$ cat src/rtl/mbrc_pkg.sv
`default_nettype none

package mbrc_pkg;

    localparam logic [7:0] FUNC_READ_REGS = 8'h03;
    localparam logic [8:0] LEN_OVERHEAD   = 9'd5;
    localparam logic [8:0] DATA_START     = 9'd3;
    localparam logic [8:0] MIN_FRAME_LEN  = 9'd3;
    localparam logic [8:0] POS_MAX        = 9'd511;
    localparam logic [15:0] CRC_INIT      = 16'hFFFF;
    localparam logic [15:0] CRC_POLY      = 16'hA001;

    localparam logic KIND_WORD   = 1'b0;
    localparam logic KIND_STATUS = 1'b1;

    localparam logic [2:0] ST_OK        = 3'd0;
    localparam logic [2:0] ST_FUNC_CODE = 3'd1;
    localparam logic [2:0] ST_BYTE_CNT  = 3'd2;
    localparam logic [2:0] ST_LENGTH    = 3'd3;
    localparam logic [2:0] ST_CRC       = 3'd4;

    // One result item as it leaves the parser.
    typedef struct packed {
        logic        kind;
        logic [6:0]  reg_index;
        logic [15:0] reg_value;
        logic [2:0]  status;
        logic        last;
    } result_t;

    // Modbus CRC-16, one byte, reflected polynomial.
    function automatic logic [15:0] crc16_byte(input logic [15:0] crc_in,
                                               input logic [7:0] data);
        logic [15:0] c;
        c = crc_in ^ {8'h00, data};
        for (int k = 0; k < 8; k++) begin
            if (c[0]) begin
                c = (c >> 1) ^ CRC_POLY;
            end else begin
                c = c >> 1;
            end
        end
        return c;
    endfunction

endpackage

`default_nettype wire

$ cat src/rtl/mbrc_parser.sv
`default_nettype none

module mbrc_parser
    import mbrc_pkg::*;
(
    input  wire logic       aclk,
    input  wire logic       aresetn,
    input  wire logic       cfg_we,
    input  wire logic [6:0] cfg_count,
    input  wire logic       fire,
    input  wire logic [7:0] item_byte,
    input  wire logic       item_last,
    output logic            res_valid,
    output result_t         res
);

    logic [6:0]  expected_reg, expected_next;
    logic [8:0]  pos_reg, pos_next;
    logic [15:0] crc_reg, crc_next;
    logic [2:0]  ferr_reg, ferr_next;
    logic [7:0]  declared_reg, declared_next;
    logic [7:0]  held_reg, held_next;
    logic [6:0]  windex_reg, windex_next;
    logic [8:0]  len;
    logic [8:0]  data_off;
    logic        in_data;

    always_comb begin
        expected_next = cfg_we ? cfg_count : expected_reg;
        crc_next      = crc16_byte(crc_reg, item_byte);
        len           = (pos_reg < POS_MAX) ? pos_reg + 9'd1 : POS_MAX;
        ferr_next     = ferr_reg;
        declared_next = declared_reg;
        held_next     = held_reg;
        windex_next   = windex_reg;
        pos_next      = len;
        data_off      = pos_reg - DATA_START;
        in_data       = (pos_reg >= DATA_START) && (data_off < {1'b0, declared_reg});
        res_valid     = 1'b0;
        res           = '0;

        if (pos_reg == 9'd1) begin
            if (item_byte != FUNC_READ_REGS && ferr_reg == ST_OK) begin
                ferr_next = ST_FUNC_CODE;
            end
        end else if (pos_reg == 9'd2) begin
            declared_next = item_byte;
            if (item_byte != {expected_reg, 1'b0} && ferr_reg == ST_OK) begin
                ferr_next = ST_BYTE_CNT;
            end
        end

        if (!item_last) begin
            if (in_data) begin
                if (!data_off[0]) begin
                    held_next = item_byte;
                end else begin
                    res_valid     = 1'b1;
                    res.kind      = KIND_WORD;
                    res.reg_index = windex_reg;
                    res.reg_value = {held_reg, item_byte};
                    windex_next   = windex_reg + 7'd1;
                end
            end
        end else begin
            res_valid = 1'b1;
            res.kind  = KIND_STATUS;
            res.last  = 1'b1;
            if (len < MIN_FRAME_LEN) begin
                res.status = ST_LENGTH;
            end else if (ferr_next != ST_OK) begin
                res.status = ferr_next;
            end else if ({1'b0, declared_next} + LEN_OVERHEAD != len) begin
                res.status = ST_LENGTH;
            end else if (crc_next != 16'h0000) begin
                res.status = ST_CRC;
            end else begin
                res.status = ST_OK;
            end
            // The frame is done; start the next one from scratch.
            pos_next      = '0;
            crc_next      = CRC_INIT;
            ferr_next     = ST_OK;
            declared_next = '0;
            held_next     = '0;
            windex_next   = '0;
        end
    end

    always_ff @(posedge aclk) begin
        if (!aresetn) begin
            expected_reg <= 7'd1;
            pos_reg      <= '0;
            crc_reg      <= CRC_INIT;
            ferr_reg     <= ST_OK;
            declared_reg <= '0;
            held_reg     <= '0;
            windex_reg   <= '0;
        end else begin
            expected_reg <= expected_next;
            if (fire) begin
                pos_reg      <= pos_next;
                crc_reg      <= crc_next;
                ferr_reg     <= ferr_next;
                declared_reg <= declared_next;
                held_reg     <= held_next;
                windex_reg   <= windex_next;
            end
        end
    end

    a_rearm: assert property (@(posedge aclk) disable iff (!aresetn)
        fire && item_last |=> pos_reg == '0 && crc_reg == CRC_INIT && ferr_reg == ST_OK)
        else $error("frame state not cleared after frame end");

    a_count: assert property (@(posedge aclk) disable iff (!aresetn)
        fire && !item_last |=> pos_reg != '0)
        else $error("byte position did not advance");

    a_word_not_last: assert property (@(posedge aclk) disable iff (!aresetn)
        fire && res_valid && res.kind == KIND_WORD |-> !item_last && pos_reg >= DATA_START)
        else $error("word result outside the data area");

    a_status_last: assert property (@(posedge aclk) disable iff (!aresetn)
        fire && res_valid |-> (res.kind == KIND_STATUS) == item_last)
        else $error("status result not tied to frame end");

endmodule

`default_nettype wire

$ cat config.mk
export PLATFORM = sky130hd
export DESIGN_NAME = mbrc_parser
export DESIGN_NICKNAME = d
export VERILOG_FILES = /design/src/rtl/mbrc_pkg.sv /design/src/rtl/mbrc_parser.sv
export SDC_FILE = /design/constraint.sdc
export NUM_CORES = 1
export LEC_CHECK = 0
export BUFFER_PORTS_ARGS = -buffer_cell sky130_fd_sc_hd__buf_2
export CORE_ASPECT_RATIO = 0.6
export CORE_UTILIZATION = 58
export CTS_CLUSTER_DIAMETER = 200
export CTS_CLUSTER_SIZE = 12
export DETAILED_ROUTE_END_ITERATION = 8
export GPL_ROUTABILITY_DRIVEN = 0
export MAX_ROUTING_LAYER = met4
export PLACE_DENSITY = 0.82
export SKIP_LAST_GASP = 1
export SLEW_MARGIN = 5
export SYNTH_ARGS = -nofsm -noshare
export SYNTH_HDL_FRONTEND = slang
export SYNTH_SLANG_ARGS = --single-unit
$ cat constraint.sdc
create_clock -name aclk -period 5.7 [get_ports aclk]
set_input_delay 1.14 -clock aclk [delete_from_list [all_inputs] [get_ports aclk]]
set_output_delay 1.14 -clock aclk [all_outputs]
set_load 0.005 [all_outputs]
# After elaboration in Yosys (flattened, before gate mapping)
# Cells that the tools add are included.
# classes
addsub,4
multipliers,0
div_mod_pow,0
order_cmp,4
eq_ne,6
shifts,0
muxes,37
n_bitwise,9
reduce_logical,10
# op_table
cell,count
16-bit two-way mux,9
23-bit two-way mux,3
8-bit two-way mux,6
3-bit two-way mux,9
2-bit NOT with 3-bit output,8
7-bit two-way mux,3
9-bit two-way mux,2
16-bit nonzero test,1
16-bit by 8-bit bitwise XOR with 16-bit output,1
8-bit by 3-bit adder with 9-bit output (second input constant),1
9-bit by 1-bit adder with 9-bit output (second input constant),1
9-bit by 1-bit == test with 1-bit output (second input constant),1
9-bit by 2-bit == test with 1-bit output (second input constant),1
9-bit by 2-bit >= comparator with 1-bit output (second input constant),1
9-bit by 2-bit less-than comparator with 1-bit output (second input constant),1
9-bit by 8-bit less-than comparator with 1-bit output,1
9-bit less-than comparator (second input constant),1
9-bit != test,1
9-bit by 2-bit subtractor with 9-bit output (second input constant),1
8-bit by 2-bit != test with 1-bit output (second input constant),1
8-bit != test,1
7-bit by 1-bit adder with 7-bit output (second input constant),1
3-bit AND reduction,2
1-bit two-way mux,4
6 further kinds,9
# word_totals
regBits,58
latch_bits,0
mem_bits_rw,0
rom_bits,0
in_bits,20
out_inout_bits,29
elab_cells,77
n_memories,0

# Depth between registers and ports, before layout
# logic_depth
ltp_word,23
depth_mapped,14
depth_no_buf,13

# Least setup slack after synthesis
# OpenSTA, ideal clock, no wires.
# synth_path
path_kind,in2out
start,input item_byte[1]
end,output res[3] in the netlist's numbering
t_arrival_ns,3.491
required_ns,4.560
setup_slack_ns,1.069
path_stages,12
n_path_buf,1
path_cell_list,clkbuf_1 -> xnor2_1 -> xor2_1 -> xnor2_1 -> xnor2_1 -> xnor2_1 -> ha_1 -> xnor2_1 -> nand2_1 -> or4_1 -> nand3b_1 -> o22ai_2
# synth_lines
item,line,text
start: declaration,mbrc_parser.sv:11,"input wire logic [7:0] item_byte,"
end: declaration,mbrc_parser.sv:14,output result_t res

==> impl_metrics.json <==
{
  "syn_inst": 470,
  "clock_sinks": 58,
  "hold_viol_final": 0,
  "hpwl_um": 7300,
  "cts-root-buf": "clkbuf_8",
  "vias": 3603,
  "row_count": 22,
  "ys_async_sr_fraction_pct": 0,
  "power_density_mw_per_mm2": 265,
  "startpoint_type": "input pin",
  "dieArea_sq_mm": 0.00679,
  "ys_types": 52,
  "htree_levels": 3,
  "core_region_area_sq_mm": 0.00617,
  "status": "finished clean",
  "arrival_ns": 3.99,
  "final_cell_count_no_fill": 586,
  "netlist.area_leader.share_pct": 31.0,
  "vdd.ir_drop.worst_mv": 0.211,
  "fin_worst_skew_ns": 0.0160,
  "critPathRequiredTime_ns": 4.56,
  "grt_pass1_vias": 3311,
  "cts_inserted_buffers": 9,
  "crit_type": "in2out",
  "drc": 0,
  "slew_violations": 0,
  "synth-seq-cells": 58,
  "clkTransAtPathRegs_ns": 0.06,
  "min_period_ns": 5.13,
  "die_h_um": 64.2,
  "relSlewSlack_pct": 40.2,
  "synthFlopType": "dfxtp_1",
  "dpl.cell_count": 570,
  "drv_cap": 0,
  "grt_usage_pct": 33.5,
  "cts.hold.buffers_added": 0,
  "synth_top_area_cell": "dfxtp_1",
  "clockBufferDepth": 2,
  "max_slew.worst_pin.slew_ns": 0.892,
  "cts_tree": "built",
  "firstDrtPassIters": 5,
  "viasPerCell": 6.15,
  "antenna_found_initial": 0,
  "finalPower_mw": 1.11,
  "grt_max_degree": 45,
  "synth_edf_count": 0,
  "ant_nets": 0,
  "worstPathMaxFanout": 9,
  "mappedNetlistArea_sq_mm": 0.00374,
  "postCtsSetupBuffers": 0,
  "antenna_cells": 0,
  "routed_wl_um": 10200,
  "setup_tns_ns": 0,
  "final_nets": 530,
  "avgRoutedWirePerCell_um": 17.4,
  "fin_hold_ws_ns": 0.496,
  "rsz0062_at_grt": "no",
  "largest_register_ffs": 16,
  "area_delta_synth_final_pct": 11.5,
  "syn_nets": 503,
  "seq_area_frac_synth_pct": 31.0,
  "crit_path_end_kind": "output pin",
  "synth.avg_cell_area_sq_um": 7.97,
  "drive_gt1_share_pct": 14.7,
  "die_w_um": 106,
  "finalSetupViolCount": 0,
  "synth_area_leaders": "dfxtp_1 31%, xnor2_1 7.7%, mux2i_1 6.4%",
  "clkLatencyLatePin_ns": 0.37,
  "port_buffers": 48,
  "fin_crit_sh_pct": 89.9,
  "ctsResizeCount": 0,
  "drtIter0Drc": 300,
  "start_util_pct": 60.7,
  "gr-total-overflow": 0,
  "fillCellCount": 532,
  "pin_count": 49,
  "hold_path.class": "reg2reg",
  "p_leak_nw": 1.76,
  "max_freq_ghz": 0.195,
  "grt_pass1_wl_um": 16900,
  "yosys_warnings": 0
}
## path summary, 6_finish.rpt
check	start	end	slack, ns	cells after the start
min	held_reg[3]$_SDFFE_PN0P_	held_reg[3]$_SDFFE_PN0P_	0.50	1
min reg2reg	held_reg[3]$_SDFFE_PN0P_	held_reg[3]$_SDFFE_PN0P_	0.50	1
max	item_byte[4]	res[3]	0.57	13
max reg2reg	pos_reg[0]$_SDFFE_PN0P_	held_reg[1]$_SDFFE_PN0P_	2.13	12
## report_power, final
part / leakage [nW] / total [mW] / internal (mW) / switching [mW]
clock: 0.109 / 0.436 / 0.257 / 0.179
sequential: 0.471 / 0.442 / 0.425 / 0.0168
combinational: 1.18 / 0.228 / 0.0951 / 0.133
## layout by cell type, fill, tap and decap left out, types with 3 or more instances in the layout
cell type	count
a211oi_1	3
a21boi_0	3
a21oi_1	16
a22oi_1	8
a31oi_1	4
a32o_1	8
and3_1	27
buf_2	48
buf_4	3
clkbuf_8	10
dfxtp_1	58
ha_1	13
inv_1	19
mux2i_1	24
nand2_1	48
nand3_1	11
nand4_1	8
nor2_1	41
nor3_1	19
nor4_1	8
o21a_1	6
o21ai_0	20
o31ai_1	5
or3_1	4
xnor2_1	33
xor2_1	16
## stage by stage
| stage | worst slack (ns) | util, % | area [sq um] |
|---|---|---|---|
| after floorplan | 1.07 | - | 3740 |
| final | 0.574 | 67.7 | 4180 |
| after detailed placement | 0.632 | 64.2 | 3960 |
| after global placement | 0.801 | 64.2 | 3960 |
| after CTS | 0.584 | 67.7 | 4180 |
| after global routing | 0.354 | 67.7 | 4180 |
## cell usage after synthesis (11+ instances only)
cell type / n
dfxtp_1: 58
nand2_1: 48
nor2_1: 41
xnor2_1: 33
clkbuf_1: 29
and3_1: 27
mux2i_1: 24
o21ai_0: 20
inv_1: 19
nor3_1: 19
a21oi_1: 16
xor2_1: 16
ha_1: 13
nand3_1: 11
## layout make-up
type                    count  area, sq um  share of cell area, %
inverters                  21         78.8                   1.89
clock inverters             5         77.6                   1.86
clock buffers              11          141                   3.39
multi-input cells         356         2350                   56.3
well taps                  84          105                   2.52
flip-flops and latches     58         1160                   27.8
repair buffers             51          263                   6.29
## per-layer routing
layer / global-route usage [%] / share of wire, %
met1: 44.8 / 45
met2: 46.2 / 41
met3: 11.6 / 11
met4: 12.5 / 2.9
met5: - / 0
## critical path, stage by stage
cell and delay, ns:
buf_2 0.17, xnor2_1 0.28, xnor2_1 0.24, xnor2_1 0.14, xnor2_1 0.28, xnor2_1 0.20
ha_1 0.18, nor4b_1 0.29, nand4_1 0.14, or4_1 0.58, nand3b_1 0.13, o22ai_2 0.08
buf_2 0.13
## cell families (layout without fill, tap and decap cells)
logic type                 after synthesis  after routing  synth area share [%]
adders and majority gates               13             13                  4.34
DFF                                     58             58                  31.0
xor gates and xnor gates                49             49                  11.5
and+or+nand+nor                        179            179                  23.6
buffers and inverters                   56             88                  6.25
muxes                                   26             26                  7.02
AOI/OAI and AO/OA                       89             89                  16.3
Power figures use the tool's default switching activity.
